$ cat src/rtl/r5rp_pkg.sv
package r5rp_pkg;

    // Array geometry
    localparam int MAX_DISKS      = 8;
    localparam int BLOCK_BITS     = 24;
    localparam int DISK_W         = 3;
    localparam int DCNT_W         = 4;
    localparam int DIV_W          = $clog2(MAX_DISKS + 1);
    localparam int REM_W          = $clog2(MAX_DISKS);
    localparam int REC_W          = 16;
    localparam int MIN_DISKS      = 3;
    localparam int DISK_COUNT_RST = 4;

    // Config port
    localparam int CFG_IDX_W  = 1;
    localparam int CFG_DATA_W = DCNT_W;
    localparam logic [CFG_IDX_W-1:0] CFG_DISK_COUNT  = 1'b0;
    localparam logic [CFG_IDX_W-1:0] CFG_FAILED_DISK = 1'b1;

    // Modulo pipeline: 3-bit digits, two digits per stage
    localparam int MOD_DIG_W  = 3;
    localparam int MOD_DPS    = 2;
    localparam int MOD_DIGITS = (BLOCK_BITS + MOD_DIG_W - 1) / MOD_DIG_W;
    localparam int MOD_STAGES = (MOD_DIGITS + MOD_DPS - 1) / MOD_DPS;
    localparam int MOD_STEP_W = MOD_DPS * MOD_DIG_W;
    localparam int MOD_PAD_W  = MOD_STAGES * MOD_STEP_W;
    localparam int MOD_X_W    = MOD_DIG_W + DIV_W;
    localparam int PEND_W     = $clog2(MOD_STAGES + 3) + 1;

    typedef enum logic {
        CMD_LOAD = 1'b0,
        CMD_PLAN = 1'b1
    } t_cmd;

    typedef enum logic [2:0] {
        KIND_NONE    = 3'd0,
        KIND_LOAD    = 3'd1,
        KIND_RECOVER = 3'd2,
        KIND_MOVE    = 3'd3,
        KIND_SWAP    = 3'd4
    } t_kind;

    typedef enum logic [1:0] {
        MOD_OLDP = 2'd0,
        MOD_NEWP = 2'd1,
        MOD_DISK = 2'd2
    } t_mod_op;

    typedef enum logic [2:0] {
        ST_IDLE,
        ST_CHECK,
        ST_SCAN,
        ST_EMIT1,
        ST_EMIT2,
        ST_ACK
    } t_state;

    typedef struct packed {
        t_cmd                  cmd;
        logic [DISK_W-1:0]     disk_sel;
        logic [BLOCK_BITS-1:0] load_next_free;
        logic [BLOCK_BITS-1:0] load_free_count;
        logic [BLOCK_BITS-1:0] block_index;
    } t_in_item;

    typedef struct packed {
        t_kind                 kind;
        logic [DISK_W-1:0]     from_disk;
        logic [BLOCK_BITS-1:0] from_block;
        logic [DISK_W-1:0]     to_disk;
        logic [BLOCK_BITS-1:0] to_block;
        logic [REC_W-1:0]      record_index;
        logic                  no_space;
        logic                  last;
    } t_out_item;

    typedef struct packed {
        logic [BLOCK_BITS-1:0] next_free;
        logic [BLOCK_BITS-1:0] free_count;
    } t_entry;

    localparam int ENTRY_W = $bits(t_entry);

    typedef struct packed {
        t_mod_op               op;
        logic [DISK_W-1:0]     disk;
        logic [BLOCK_BITS-1:0] next_free;
        logic [BLOCK_BITS-1:0] free_count;
    } t_mod_tag;

    typedef struct packed {
        logic [MOD_PAD_W-1:0] value;
        logic [DIV_W-1:0]     divisor;
        t_mod_tag             tag;
    } t_mod_req;

    typedef struct packed {
        logic [REM_W-1:0] rem;
        t_mod_tag         tag;
    } t_mod_rsp;

    // One radix-8 remainder step: (rem*8 + dig) mod div, rem < div
    function automatic logic [REM_W-1:0] mod_digit(input logic [REM_W-1:0]     rem,
                                                   input logic [MOD_DIG_W-1:0] dig,
                                                   input logic [DIV_W-1:0]     div);
        logic [MOD_X_W-1:0] x;
        logic [MOD_X_W-1:0] r;
        logic [MOD_X_W-1:0] km;
        x = MOD_X_W'({rem, dig});
        r = x;
        for (int k = 1; k < (1 << MOD_DIG_W); k++) begin
            km = MOD_X_W'(k) * MOD_X_W'(div);
            if (x >= km) begin
                r = x - km;
            end
        end
        return r[REM_W-1:0];
    endfunction

    // Parity disk on the shrunken array, in old numbering
    function automatic logic [DISK_W-1:0] new_par(input logic [REM_W-1:0]  rem,
                                                  input logic [DIV_W-1:0]  m,
                                                  input logic [DISK_W-1:0] failed);
        logic [DIV_W-1:0] p;
        p = m - DIV_W'(1) - DIV_W'(rem);
        if (p >= DIV_W'(failed)) begin
            p = p + DIV_W'(1);
        end
        return p[DISK_W-1:0];
    endfunction

    function automatic logic [DISK_W-1:0] old_par(input logic [REM_W-1:0] rem,
                                                  input logic [DIV_W-1:0] n);
        logic [DIV_W-1:0] p;
        p = n - DIV_W'(1) - DIV_W'(rem);
        return p[DISK_W-1:0];
    endfunction

    // Drop the failed disk from the numbering
    function automatic logic [DISK_W-1:0] renum(input logic [DISK_W-1:0] d,
                                                input logic [DISK_W-1:0] failed);
        return (d > failed) ? d - DISK_W'(1) : d;
    endfunction

endpackage

$ cat src/rtl/r5rp_ram.sv
module r5rp_ram #(
    parameter int WIDTH = 8,
    parameter int DEPTH = 8
) (
    input  logic                     i_clk,
    input  logic                     i_we,
    input  logic [$clog2(DEPTH)-1:0] i_waddr,
    input  logic [WIDTH-1:0]         i_wdata,
    input  logic [$clog2(DEPTH)-1:0] i_raddr,
    output logic [WIDTH-1:0]         o_rdata
);

    logic [WIDTH-1:0] r_mem [DEPTH];
    logic [WIDTH-1:0] r_rdata;

    always_ff @(posedge i_clk) begin
        if (i_we) begin
            r_mem[i_waddr] <= i_wdata;
        end
        r_rdata <= r_mem[i_raddr];
    end

    assign o_rdata = r_rdata;

endmodule

$ cat src/rtl/r5rp_mod.sv
// Pipelined remainder by a small divisor; two radix-8 digits per stage.
module r5rp_mod (
    input  logic                i_clk,
    input  logic                i_rst_n,
    input  logic                i_valid,
    input  r5rp_pkg::t_mod_req  i_req,
    output logic                o_valid,
    output r5rp_pkg::t_mod_rsp  o_rsp
);

    localparam int NS = r5rp_pkg::MOD_STAGES;

    r5rp_pkg::t_mod_req            r_req [NS];
    logic [r5rp_pkg::REM_W-1:0]    r_rem [NS];
    logic                          r_vld [NS];

    r5rp_pkg::t_mod_req            s_req [NS];
    logic [r5rp_pkg::REM_W-1:0]    s_rem [NS];
    logic                          s_vld [NS];
    r5rp_pkg::t_mod_req            n_req [NS];
    logic [r5rp_pkg::REM_W-1:0]    n_rem [NS];

    always_comb begin
        logic [r5rp_pkg::REM_W-1:0] c_rem;
        s_req[0] = i_req;
        s_rem[0] = '0;
        s_vld[0] = i_valid;
        for (int s = 1; s < NS; s++) begin
            s_req[s] = r_req[s-1];
            s_rem[s] = r_rem[s-1];
            s_vld[s] = r_vld[s-1];
        end
        for (int s = 0; s < NS; s++) begin
            c_rem = s_rem[s];
            for (int j = 0; j < r5rp_pkg::MOD_DPS; j++) begin
                c_rem = r5rp_pkg::mod_digit(
                    c_rem,
                    s_req[s].value[r5rp_pkg::MOD_PAD_W-1-j*r5rp_pkg::MOD_DIG_W
                                   -: r5rp_pkg::MOD_DIG_W],
                    s_req[s].divisor);
            end
            n_rem[s]       = c_rem;
            n_req[s]       = s_req[s];
            n_req[s].value = s_req[s].value << r5rp_pkg::MOD_STEP_W;
        end
    end

    always_ff @(posedge i_clk) begin
        for (int s = 0; s < NS; s++) begin
            if (!i_rst_n) begin
                r_vld[s] <= 1'b0;
            end else begin
                r_vld[s] <= s_vld[s];
            end
        end
    end

    always_ff @(posedge i_clk) begin
        for (int s = 0; s < NS; s++) begin
            r_req[s] <= n_req[s];
            r_rem[s] <= n_rem[s];
        end
    end

    assign o_valid   = r_vld[NS-1];
    assign o_rsp.rem = r_rem[NS-1];
    assign o_rsp.tag = r_req[NS-1].tag;

endmodule

$ cat src/rtl/raid5_remap_planner_core.sv
// RAID-5 shrink planner.
// Input channel (i_in_valid/o_in_ready, i_in_data) takes one item at a time:
// a load item writes one disk's next-free block and free count; a plan item
// asks for the relocation records of one stripe block. Results leave on
// o_out_valid/i_out_ready/o_out_data; one result per item, or two (recover
// then swap) when parity leaves a healthy disk. last marks the final one.
// Config is a plain write port (i_cfg_we, i_cfg_idx, i_cfg_data); the user
// must write it only while the block is idle; the block does not enforce this.
// Sequence: a load writes the table and ST_ACK sends its acknowledge. A plan
// item starts its parity remainders in ST_IDLE and ST_CHECK; ST_SCAN, which
// sets the cost, reads the n disks (n = disk count), one table read per cycle
// through the single RAM read port, each fed into the MOD_STAGES = 4 remainder
// pipeline for the parity test. Blocks from the fill line on skip those reads.
// Reset clears the FSM, the output valid flag, the record counter and the
// config registers (4 disks, disk 0 failed); the disk table is not cleared
// and must be loaded before planning. A stalled receiver holds the result in
// the output register; the FSM waits at its emit states until it drains.
module raid5_remap_planner_core (
    input  logic                                 i_clk,
    input  logic                                 i_rst_n,
    input  logic                                 i_in_valid,
    output logic                                 o_in_ready,
    input  r5rp_pkg::t_in_item                   i_in_data,
    output logic                                 o_out_valid,
    input  logic                                 i_out_ready,
    output r5rp_pkg::t_out_item                  o_out_data,
    input  logic                                 i_cfg_we,
    input  logic [r5rp_pkg::CFG_IDX_W-1:0]       i_cfg_idx,
    input  logic [r5rp_pkg::CFG_DATA_W-1:0]      i_cfg_data
);

    // Config registers
    logic [r5rp_pkg::DCNT_W-1:0]     r_disk_count;
    logic [r5rp_pkg::DISK_W-1:0]     r_failed;
    logic [r5rp_pkg::DIV_W-1:0]      c_n;      // effective disk count
    logic [r5rp_pkg::DIV_W-1:0]      c_m;      // disks after the shrink

    // Sequencer
    r5rp_pkg::t_state                r_state, n_state;
    logic [r5rp_pkg::DIV_W-1:0]      r_scan, n_scan;
    logic                            r_rd_vld, n_rd_vld;
    logic [r5rp_pkg::DISK_W-1:0]     r_rd_disk, n_rd_disk;
    logic                            r_none, n_none;
    logic [r5rp_pkg::BLOCK_BITS-1:0] r_blk, n_blk;
    logic [r5rp_pkg::REC_W-1:0]      r_rec, n_rec;
    logic [r5rp_pkg::PEND_W-1:0]     r_pend;

    // Remainders and allocator choice
    logic [r5rp_pkg::REM_W-1:0]      r_rem_old, r_rem_new;
    logic                            r_found;
    logic [r5rp_pkg::DISK_W-1:0]     r_best_disk;
    logic [r5rp_pkg::BLOCK_BITS-1:0] r_best_nf, r_best_fc;

    // Output register
    logic                            r_ovalid;
    r5rp_pkg::t_out_item             r_out, n_out;
    logic                            c_emit;
    logic                            c_out_free;
    logic                            c_acc;

    // Table RAM
    logic                            ram_we;
    logic [r5rp_pkg::DISK_W-1:0]     ram_waddr, ram_raddr;
    r5rp_pkg::t_entry                ram_wentry, ram_rentry;
    logic [r5rp_pkg::ENTRY_W-1:0]    ram_rdata;

    // Remainder pipeline
    logic                            mod_push;
    r5rp_pkg::t_mod_req              mod_req;
    logic                            mod_vld;
    r5rp_pkg::t_mod_rsp              mod_rsp;
    logic [r5rp_pkg::DISK_W-1:0]     c_disk_np;
    logic                            c_disk_ok;

    logic [r5rp_pkg::DISK_W-1:0]     c_oldp, c_newp;

    r5rp_ram #(
        .WIDTH (r5rp_pkg::ENTRY_W),
        .DEPTH (r5rp_pkg::MAX_DISKS)
    ) u_table (
        .i_clk   (i_clk),
        .i_we    (ram_we),
        .i_waddr (ram_waddr),
        .i_wdata (ram_wentry),
        .i_raddr (ram_raddr),
        .o_rdata (ram_rdata)
    );

    assign ram_rentry = ram_rdata;

    r5rp_mod u_mod (
        .i_clk   (i_clk),
        .i_rst_n (i_rst_n),
        .i_valid (mod_push),
        .i_req   (mod_req),
        .o_valid (mod_vld),
        .o_rsp   (mod_rsp)
    );

    // Config writes
    always_ff @(posedge i_clk) begin
        if (!i_rst_n) begin
            r_disk_count <= r5rp_pkg::DCNT_W'(r5rp_pkg::DISK_COUNT_RST);
            r_failed     <= '0;
        end else if (i_cfg_we) begin
            case (i_cfg_idx)
                r5rp_pkg::CFG_DISK_COUNT:  r_disk_count <= i_cfg_data[r5rp_pkg::DCNT_W-1:0];
                r5rp_pkg::CFG_FAILED_DISK: r_failed     <= i_cfg_data[r5rp_pkg::DISK_W-1:0];
                default: ;
            endcase
        end
    end

    // Saturate disk count into the supported range
    always_comb begin
        if (r_disk_count < r5rp_pkg::DCNT_W'(r5rp_pkg::MIN_DISKS)) begin
            c_n = r5rp_pkg::DIV_W'(r5rp_pkg::MIN_DISKS);
        end else if (r_disk_count > r5rp_pkg::DCNT_W'(r5rp_pkg::MAX_DISKS)) begin
            c_n = r5rp_pkg::DIV_W'(r5rp_pkg::MAX_DISKS);
        end else begin
            c_n = r5rp_pkg::DIV_W'(r_disk_count);
        end
        c_m = c_n - r5rp_pkg::DIV_W'(1);
    end

    assign c_out_free = !r_ovalid || i_out_ready;
    assign o_in_ready = (r_state == r5rp_pkg::ST_IDLE);
    assign c_acc      = i_in_valid && o_in_ready;

    assign c_oldp = r5rp_pkg::old_par(r_rem_old, c_n);
    assign c_newp = r5rp_pkg::new_par(r_rem_new, c_m, r_failed);

    // Next state and datapath control
    always_comb begin
        n_state    = r_state;
        n_scan     = r_scan;
        n_rd_vld   = 1'b0;
        n_rd_disk  = r_rd_disk;
        n_none     = r_none;
        n_blk      = r_blk;
        n_rec      = r_rec;
        c_emit     = 1'b0;
        n_out      = '0;
        ram_we     = 1'b0;
        ram_waddr  = '0;
        ram_wentry = '0;
        ram_raddr  = r_failed;
        mod_push   = 1'b0;
        mod_req    = '0;

        case (r_state)
            r5rp_pkg::ST_IDLE: begin
                if (i_in_valid) begin
                    n_blk = i_in_data.block_index;
                    if (i_in_data.cmd == r5rp_pkg::CMD_LOAD) begin
                        ram_we                = 1'b1;
                        ram_waddr             = i_in_data.disk_sel;
                        ram_wentry.next_free  = i_in_data.load_next_free;
                        ram_wentry.free_count = i_in_data.load_free_count;
                        n_state               = r5rp_pkg::ST_ACK;
                    end else begin
                        // failed disk's entry is read here, old parity remainder starts
                        mod_push        = 1'b1;
                        mod_req.value   = r5rp_pkg::MOD_PAD_W'(i_in_data.block_index);
                        mod_req.divisor = c_n;
                        mod_req.tag.op  = r5rp_pkg::MOD_OLDP;
                        n_state         = r5rp_pkg::ST_CHECK;
                    end
                end
            end

            r5rp_pkg::ST_CHECK: begin
                mod_push        = 1'b1;
                mod_req.value   = r5rp_pkg::MOD_PAD_W'(r_blk);
                mod_req.divisor = c_m;
                mod_req.tag.op  = r5rp_pkg::MOD_NEWP;
                n_none = (r5rp_pkg::DIV_W'(r_failed) >= c_n) ||
                         (r_blk >= ram_rentry.next_free);
                n_scan  = n_none ? c_n : '0;
                n_state = r5rp_pkg::ST_SCAN;
            end

            r5rp_pkg::ST_SCAN: begin
                ram_raddr = r_scan[r5rp_pkg::DISK_W-1:0];
                if (r_scan < c_n) begin
                    n_rd_vld  = 1'b1;
                    n_rd_disk = r_scan[r5rp_pkg::DISK_W-1:0];
                    n_scan    = r_scan + r5rp_pkg::DIV_W'(1);
                end
                if (r_rd_vld) begin
                    mod_push               = 1'b1;
                    mod_req.value          = r5rp_pkg::MOD_PAD_W'(ram_rentry.next_free);
                    mod_req.divisor        = c_m;
                    mod_req.tag.op         = r5rp_pkg::MOD_DISK;
                    mod_req.tag.disk       = r_rd_disk;
                    mod_req.tag.next_free  = ram_rentry.next_free;
                    mod_req.tag.free_count = ram_rentry.free_count;
                end
                // leave once every remainder is back
                if (r_scan >= c_n && !r_rd_vld && r_pend == '0) begin
                    n_state = r5rp_pkg::ST_EMIT1;
                end
            end

            r5rp_pkg::ST_EMIT1: begin
                if (c_out_free) begin
                    c_emit     = 1'b1;
                    n_out.last = 1'b1;
                    if (r_none) begin
                        n_out.kind = r5rp_pkg::KIND_NONE;
                        n_state    = r5rp_pkg::ST_IDLE;
                    end else begin
                        n_out.from_block   = r_blk;
                        n_out.record_index = r_rec;
                        n_out.no_space     = !r_found || (r_best_fc == '0);
                        if (r_found) begin
                            n_out.to_disk  = r5rp_pkg::renum(r_best_disk, r_failed);
                            n_out.to_block = r_best_nf;
                        end
                        if (r_found && r_best_fc != '0) begin
                            ram_we                = 1'b1;
                            ram_waddr             = r_best_disk;
                            ram_wentry.next_free  = r_best_nf + r5rp_pkg::BLOCK_BITS'(1);
                            ram_wentry.free_count = r_best_fc - r5rp_pkg::BLOCK_BITS'(1);
                        end
                        n_rec = r_rec + r5rp_pkg::REC_W'(1);
                        if (c_oldp == r_failed) begin
                            // parity sat on the failed disk: move new-parity block
                            n_out.kind      = r5rp_pkg::KIND_MOVE;
                            n_out.from_disk = c_newp;
                            n_state         = r5rp_pkg::ST_IDLE;
                        end else begin
                            n_out.kind      = r5rp_pkg::KIND_RECOVER;
                            n_out.from_disk = r_failed;
                            if (c_newp == c_oldp) begin
                                n_state = r5rp_pkg::ST_IDLE;
                            end else begin
                                n_out.last = 1'b0;
                                n_state    = r5rp_pkg::ST_EMIT2;
                            end
                        end
                    end
                end
            end

            r5rp_pkg::ST_EMIT2: begin
                if (c_out_free) begin
                    c_emit             = 1'b1;
                    n_out.kind         = r5rp_pkg::KIND_SWAP;
                    n_out.from_disk    = c_newp;
                    n_out.from_block   = r_blk;
                    n_out.to_disk      = r5rp_pkg::renum(c_oldp, r_failed);
                    n_out.to_block     = r_blk;
                    n_out.record_index = r_rec;
                    n_out.last         = 1'b1;
                    n_rec              = r_rec + r5rp_pkg::REC_W'(1);
                    n_state            = r5rp_pkg::ST_IDLE;
                end
            end

            r5rp_pkg::ST_ACK: begin
                if (c_out_free) begin
                    c_emit     = 1'b1;
                    n_out.kind = r5rp_pkg::KIND_LOAD;
                    n_out.last = 1'b1;
                    n_state    = r5rp_pkg::ST_IDLE;
                end
            end

            default: begin
                n_state = r5rp_pkg::ST_IDLE;
            end
        endcase
    end

    always_ff @(posedge i_clk) begin
        if (!i_rst_n) begin
            r_state <= r5rp_pkg::ST_IDLE;
        end else begin
            r_state <= n_state;
        end
    end

    // Control registers
    always_ff @(posedge i_clk) begin
        if (!i_rst_n) begin
            r_rd_vld <= 1'b0;
            r_rec    <= '0;
            r_pend   <= '0;
            r_ovalid <= 1'b0;
            r_found  <= 1'b0;
        end else begin
            r_rd_vld <= n_rd_vld;
            r_rec    <= n_rec;
            r_pend   <= r_pend + r5rp_pkg::PEND_W'(mod_push) - r5rp_pkg::PEND_W'(mod_vld);
            if (c_emit) begin
                r_ovalid <= 1'b1;
            end else if (i_out_ready) begin
                r_ovalid <= 1'b0;
            end
            if (c_acc) begin
                r_found <= 1'b0;
            end else if (mod_vld && mod_rsp.tag.op == r5rp_pkg::MOD_DISK && c_disk_ok) begin
                r_found <= 1'b1;
            end
        end
    end

    // Allocator: eligible disk, most free blocks, lowest index on ties
    assign c_disk_np = r5rp_pkg::new_par(mod_rsp.rem, c_m, r_failed);
    assign c_disk_ok = (mod_rsp.tag.disk != r_failed) &&
                       (mod_rsp.tag.disk != c_disk_np) &&
                       (!r_found || mod_rsp.tag.free_count > r_best_fc);

    // Payload registers
    always_ff @(posedge i_clk) begin
        r_scan    <= n_scan;
        r_rd_disk <= n_rd_disk;
        r_none    <= n_none;
        r_blk     <= n_blk;
        if (c_emit) begin
            r_out <= n_out;
        end
        if (mod_vld) begin
            case (mod_rsp.tag.op)
                r5rp_pkg::MOD_OLDP: r_rem_old <= mod_rsp.rem;
                r5rp_pkg::MOD_NEWP: r_rem_new <= mod_rsp.rem;
                r5rp_pkg::MOD_DISK: begin
                    if (c_disk_ok) begin
                        r_best_disk <= mod_rsp.tag.disk;
                        r_best_nf   <= mod_rsp.tag.next_free;
                        r_best_fc   <= mod_rsp.tag.free_count;
                    end
                end
                default: ;
            endcase
        end
    end

    assign o_out_valid = r_ovalid;
    assign o_out_data  = r_out;

endmodule

$ cat config.mk
export PLATFORM = sky130hd
export DESIGN_NAME = raid5_remap_planner_core
export DESIGN_NICKNAME = d
export VERILOG_FILES = /design/src/rtl/r5rp_pkg.sv /design/src/rtl/r5rp_ram.sv /design/src/rtl/r5rp_mod.sv /design/src/rtl/raid5_remap_planner_core.sv
export SDC_FILE = /design/constraint.sdc
export NUM_CORES = 1
export LEC_CHECK = 0
export ABC_AREA = 0
export BUFFER_PORTS_ARGS = -buffer_cell sky130_fd_sc_hd__buf_2
export CAP_MARGIN = 20
export CORE_AREA = 2 2 280 282
export DETAILED_ROUTE_END_ITERATION = 16
export DIE_AREA = 0 0 282 284
export PLACE_DENSITY = 0.75
export SYNTH_ARGS = -nofsm -noshare
export SYNTH_HDL_FRONTEND = slang
export SYNTH_HIERARCHICAL = 1
export SYNTH_SLANG_ARGS = --single-unit
$ cat constraint.sdc
create_clock -name i_clk -period 9.1 [get_ports i_clk]
set_clock_uncertainty 0.1 [all_clocks]
set_input_delay 1.82 -clock i_clk [delete_from_list [all_inputs] [get_ports i_clk]]
set_output_delay 1.82 -clock i_clk [all_outputs]
set_load 0.005 [all_outputs]
# == Word level (Yosys, flattened, before mapping) ==
# Memory sizes are Yosys's and may differ from the RTL's. A register that Yosys moved wholly into a read port is not among the register bits.
# Cells that the tools add are included.
# totals
register_bits,197
ramBits,700
in_bits,86
out_inout_bits,77
elab_cells,378
mem_count,4
# mem_list
name,depth,width,read_ports,rd_clocked_by_memory_dff,wr,line,source
u_table.r_mem,8,48,1,1,1,r5rp_ram.sv:13,logic [WIDTH-1:0] r_mem [DEPTH];
u_mod.r_req,4,75,4,0,4,r5rp_mod.sv:13,r5rp_pkg::t_mod_req r_req [NS];
u_mod.r_rem,4,3,4,0,4,r5rp_mod.sv:14,logic [r5rp_pkg::REM_W-1:0] r_rem [NS];
u_mod.r_vld,4,1,4,0,4,r5rp_mod.sv:15,logic r_vld [NS];
# classes
addsub,71
n_mul,16
order_cmp,67
n_eq_ne,18
n_mux,131
bitwise,8
reduce_logical,38
# op_table
operator,n
48-bit 2-to-1 mux,5
3-bit 2-to-1 mux,75
3-bit subtractor,57
6-bit by 7-bit greater-or-equal comparator with 1-bit output,21
70-bit case mux with 2 select lines,1
48-bit case mux with 2 select lines,1
30-bit case mux with 3 select lines,1
6-bit greater-or-equal comparator,14
81-bit 2-to-1 mux,1
75-bit 2-to-1 mux,1
73-bit 2-to-1 mux,1
72-bit 2-to-1 mux,1
30-bit 2-to-1 mux,2
3-bit by 4-bit multiplier with 7-bit output (first input constant),8
51-bit 2-to-1 mux,1
2-bit by 4-bit multiplier with 6-bit output (first input constant),8
16-bit 2-to-1 mux,3
6-bit by 4-bit greater-or-equal comparator with 1-bit output,7
6-bit by 5-bit greater-or-equal comparator with 1-bit output,7
16-bit case mux with 2 select lines,1
27-bit 2-to-1 mux,1
24-bit by 1-bit adder with 24-bit output (second input constant),1
24-bit greater-or-equal comparator,1
24-bit greater-than comparator,1
other kinds (52),129

# == Depth between registers and ports, before layout ==
# logic_depth
depth_word,22
depth_mapped,29

# == Hierarchy ==
# Netlist, hierarchy kept.
# by_module_without_submodules
module,instances,cells_per_inst,area_each_um2
r5rp_ram,1,616,15620.0
r5rp_mod,1,1389,14685.3
raid5_remap_planner_core,1,1133,11758.8

# == Worst setup path before layout ==
# OpenSTA, ideal clock, no wires.
# synth_path
kind,input to register
startpoint,input i_in_valid
endpoint,memory u_mod/r_rem[0][1] (netlist name)
arrival_time_ps,7576
required_time_ps,8935
path_slack_ps,1359
path_stages,24
n_path_buf,0
path_cell_list,nand2_1 inv_1 nand2_1 o22ai_1 fa_1 ha_1 inv_1 fa_1 xor2_1 nand2_1 a211o_1 nor3b_2 nand2b_1 a211oi_1 a211oi_1 ha_1 nor2b_1 o21ai_0 inv_1 o21ai_0 mux2_2 o21ai_0 o21ba_2 nor2_1
# synth_rtl
element,line,source
"start, declared",raid5_remap_planner_core.sv:21,"input logic i_in_valid,"
"end, declared",r5rp_mod.sv:14,

==> results.cfg <==
[global_route]
groute.usage.overall = 0.2492
grt_pass1_wl_mm = 151.4
overflow = 0
antenna_found_initial = 15
first_global_vias = 25661
grt_max_degree = 66

[layout]
drive_gt1_frac = 0.1655
layout.cells.non_filler = 4471
layout_common_cells = 548 x edfxtp_1, 356 x dfxtp_1, 338 x ha_1
final_common_cell = edfxtp_1
syn_to_final_growth_pct = 12.66
nets = 3821

[worst_setup_path]
path_max_fanout = 11
path_class = in -> reg
end_kind = flip-flop
cp.required_ns = 9.56
cp-start-kind = input pin
worstPathArrival_ns = 8.02

[timing]
slew_headroom = 0.2973
period_minus_slack_ns = 7.559
hold_viol = 0
grt_setup_unrepaired = no
report.final.slew_viol_count = 0
post-route-period-util = 0.8306
whs_ns = 0.1756
setup_viol = 0
tns_ns = 0
fmax_ghz = 0.1323
worstMarginPinSlew_ns = 1.043

[clock_network]
cts_tree = done
cts-root-buf = clkbuf_16
cts_max_level = 3
cts_buffer_depth = 3
clk-insertion-delay-late_ns = 0.70
cts_resized = 0
clock_sinks = 905
clkTransAtPathRegs_ns = 0.07
post_cts_buffers = 0
cts_inserted_buffers = 91
cts_hold_buffers = 0

[synth]
synth_edf_count = 548
yosys_register_bits = 905
synth_flop_cell = edfxtp_1
postSynthAreaPerCell_um2 = 13.40
async_flop_share = 0
syn-cell-area_mm2 = 0.04206
ys.warnings.count = 6
syn_inst = 3138
yosysUniqueCellTypes = 109
synth_fp_nets = 3612
seq_area_frac_synth = 0.5611

[floorplanning]
start_util = 0.5466
die_h_um = 284
fp.coreArea_mm2 = 0.07696
ios = 163
dieArea_mm2 = 0.08009
die_w_um = 282
row_count = 102

[pwr]
power.clock.fraction = 0.214
seqPwrFrac = 0.292
switching_power_mw = 7.133
powerDensity_mw_per_mm2 = 381.6
vdd_drop_max_v = 0.0002980
comb_power_share = 0.494
internal_power_mw = 10.95
swShare = 0.3944
power.leakage_nw = 18.63

[drt]
avgRoutedWirePerCell_um = 22.31
drt_pass1_iterations = 6
drc = 0
ant_nets = 0
drt-total-wl_mm = 99.76
drt_iter0_markers = 1996
vias_per_cell = 5.817
dr_total_vias = 26008

[place]
gp_congestion = 0.9539
hpwlAfterDp_mm = 68.04
port_buffers = 162
dp.cells = 4292

[hold_path]
hp-class = reg -> reg

[run]
maxCapViolations = 0

[outcome]
status = completed
-- cells in the mapped netlist (48+ instances only) --
master,number,area share
mux4_2,93,0.050
dfxtp_1,357,0.17
xnor2_1,89,0.019
a21oi_1,112,0.013
inv_1,203,0.018
a21o_1,78,0.014
ha_1,338,0.10
and2_1,70,0.010
edfxtp_1,548,0.39
fa_1,50,0.024
nor2_1,102,0.0091
xor2_1,48,0.010
nand2_1,165,0.015
and3_1,77,0.011
o21ai_0,124,0.015
-- worst max-delay path, cell delays in order --
cell       delay [ns]
buf_2            0.10
nand2_1          0.12
inv_1            0.11
nand2_1          0.10
o22ai_1          0.76
inv_1            0.58
fa_1             0.70
ha_1             0.34
a21boi_0         0.21
o211a_1          0.22
mux2_2           0.34
a2111oi_0        0.49
a211o_1          0.35
ha_1             0.29
o21ai_0          0.07
inv_1            0.05
o21ai_0          0.50
mux2_2           0.40
o21ai_0          0.19
o21ba_2          0.19
nor2_1           0.07
-- power by group through the flow --
| stage | Clock (mW) | Sequential, mW | Combinational (mW) |
|---|---|---|---|
| 3_5_place_dp | 0 | 5.35 | 8.78 |
| 2_1_floorplan | 0 | 5.17 | 6.80 |
| 5_1_grt | 4.09 | 5.32 | 10.0 |
| 4_1_cts | 3.92 | 5.27 | 8.84 |
| 6_report | 3.87 | 5.28 | 8.94 |
| 3_3_place_gp | 0 | 5.35 | 8.65 |
-- sequential cells by signal, indices dropped and copies added (netlist names), 12 cells and up --
register and flops:
o_out_data 75, r_blk 24, u_mod/r_req 260, u_table/o_rdata 48, r_best_nf 24, u_table/r_mem 384
r_best_fc 24, u_mod/r_rem 12, r_rec 16
-- logic make-up (layout without fill, tap and decap cells) --
logic type               Yosys count  count (layout)  share of synthesized area
other                              0               5                          0
AO/OA/AOI/OAI                    580             580                    0.09623
XOR/XNOR                         137             137                    0.02853
multiplexers                     176             176                    0.07591
flip-flops                       905             905                     0.5611
adder cells (fa/ha/maj)          396             396                     0.1264
buffers and inverters            288             576                    0.02936
AND/OR/NAND/NOR                  656             656                    0.08251
-- worst paths after layout --
check,from,endpoint,slack [ns],cells after the start
max,i_in_valid,u_mod/r_rem[0][1]$_DFF_P_,1.54,21
min,u_mod/r_req[0][49]$_DFF_P_,u_mod/r_req[1][49]$_DFF_P_,0.18,0
max reg2reg,r_state[0]$_SDFFE_PN0P_,u_mod/r_rem[0][1]$_DFF_P_,1.68,20
min reg2reg,u_mod/r_req[0][49]$_DFF_P_,u_mod/r_req[1][49]$_DFF_P_,0.18,0
-- per-stage QoR --
stage	instance area [um2]	utilization	setup WS, ns	total power [mW]
detailed placement	44120	0.5733	1.044	14.13
floorplan	42060	-	1.359	11.97
finish	47390	0.6158	1.541	18.08
global route	47380	0.6157	1.111	19.41
CTS	47360	0.6154	1.688	18.03
global placement	44120	0.5733	1.043	14.00
-- cell type report --
cell class	instances	area, um2
Fill cell	5706	29570
Inverter	206	773.2
Antenna cell	5	12.51
Multi-Input combinational cell	1945	17380
Clock buffer	122	2679
Clock inverter	50	563.0
Timing Repair Buffer	198	1081
Tap cell	1040	1301
Sequential cell	905	23600
-- layer usage --
metal  GRT usage  routed length (um)  vias to the layer above
li1            -                   -                    12067
met1      0.3474               43710                    12930
met2      0.4043               47540                      820
met3     0.03705                5855                      175
met4     0.07540                2538                       16
met5           0                 111                        -
No activity file was read; power rests on OpenSTA's default activity.
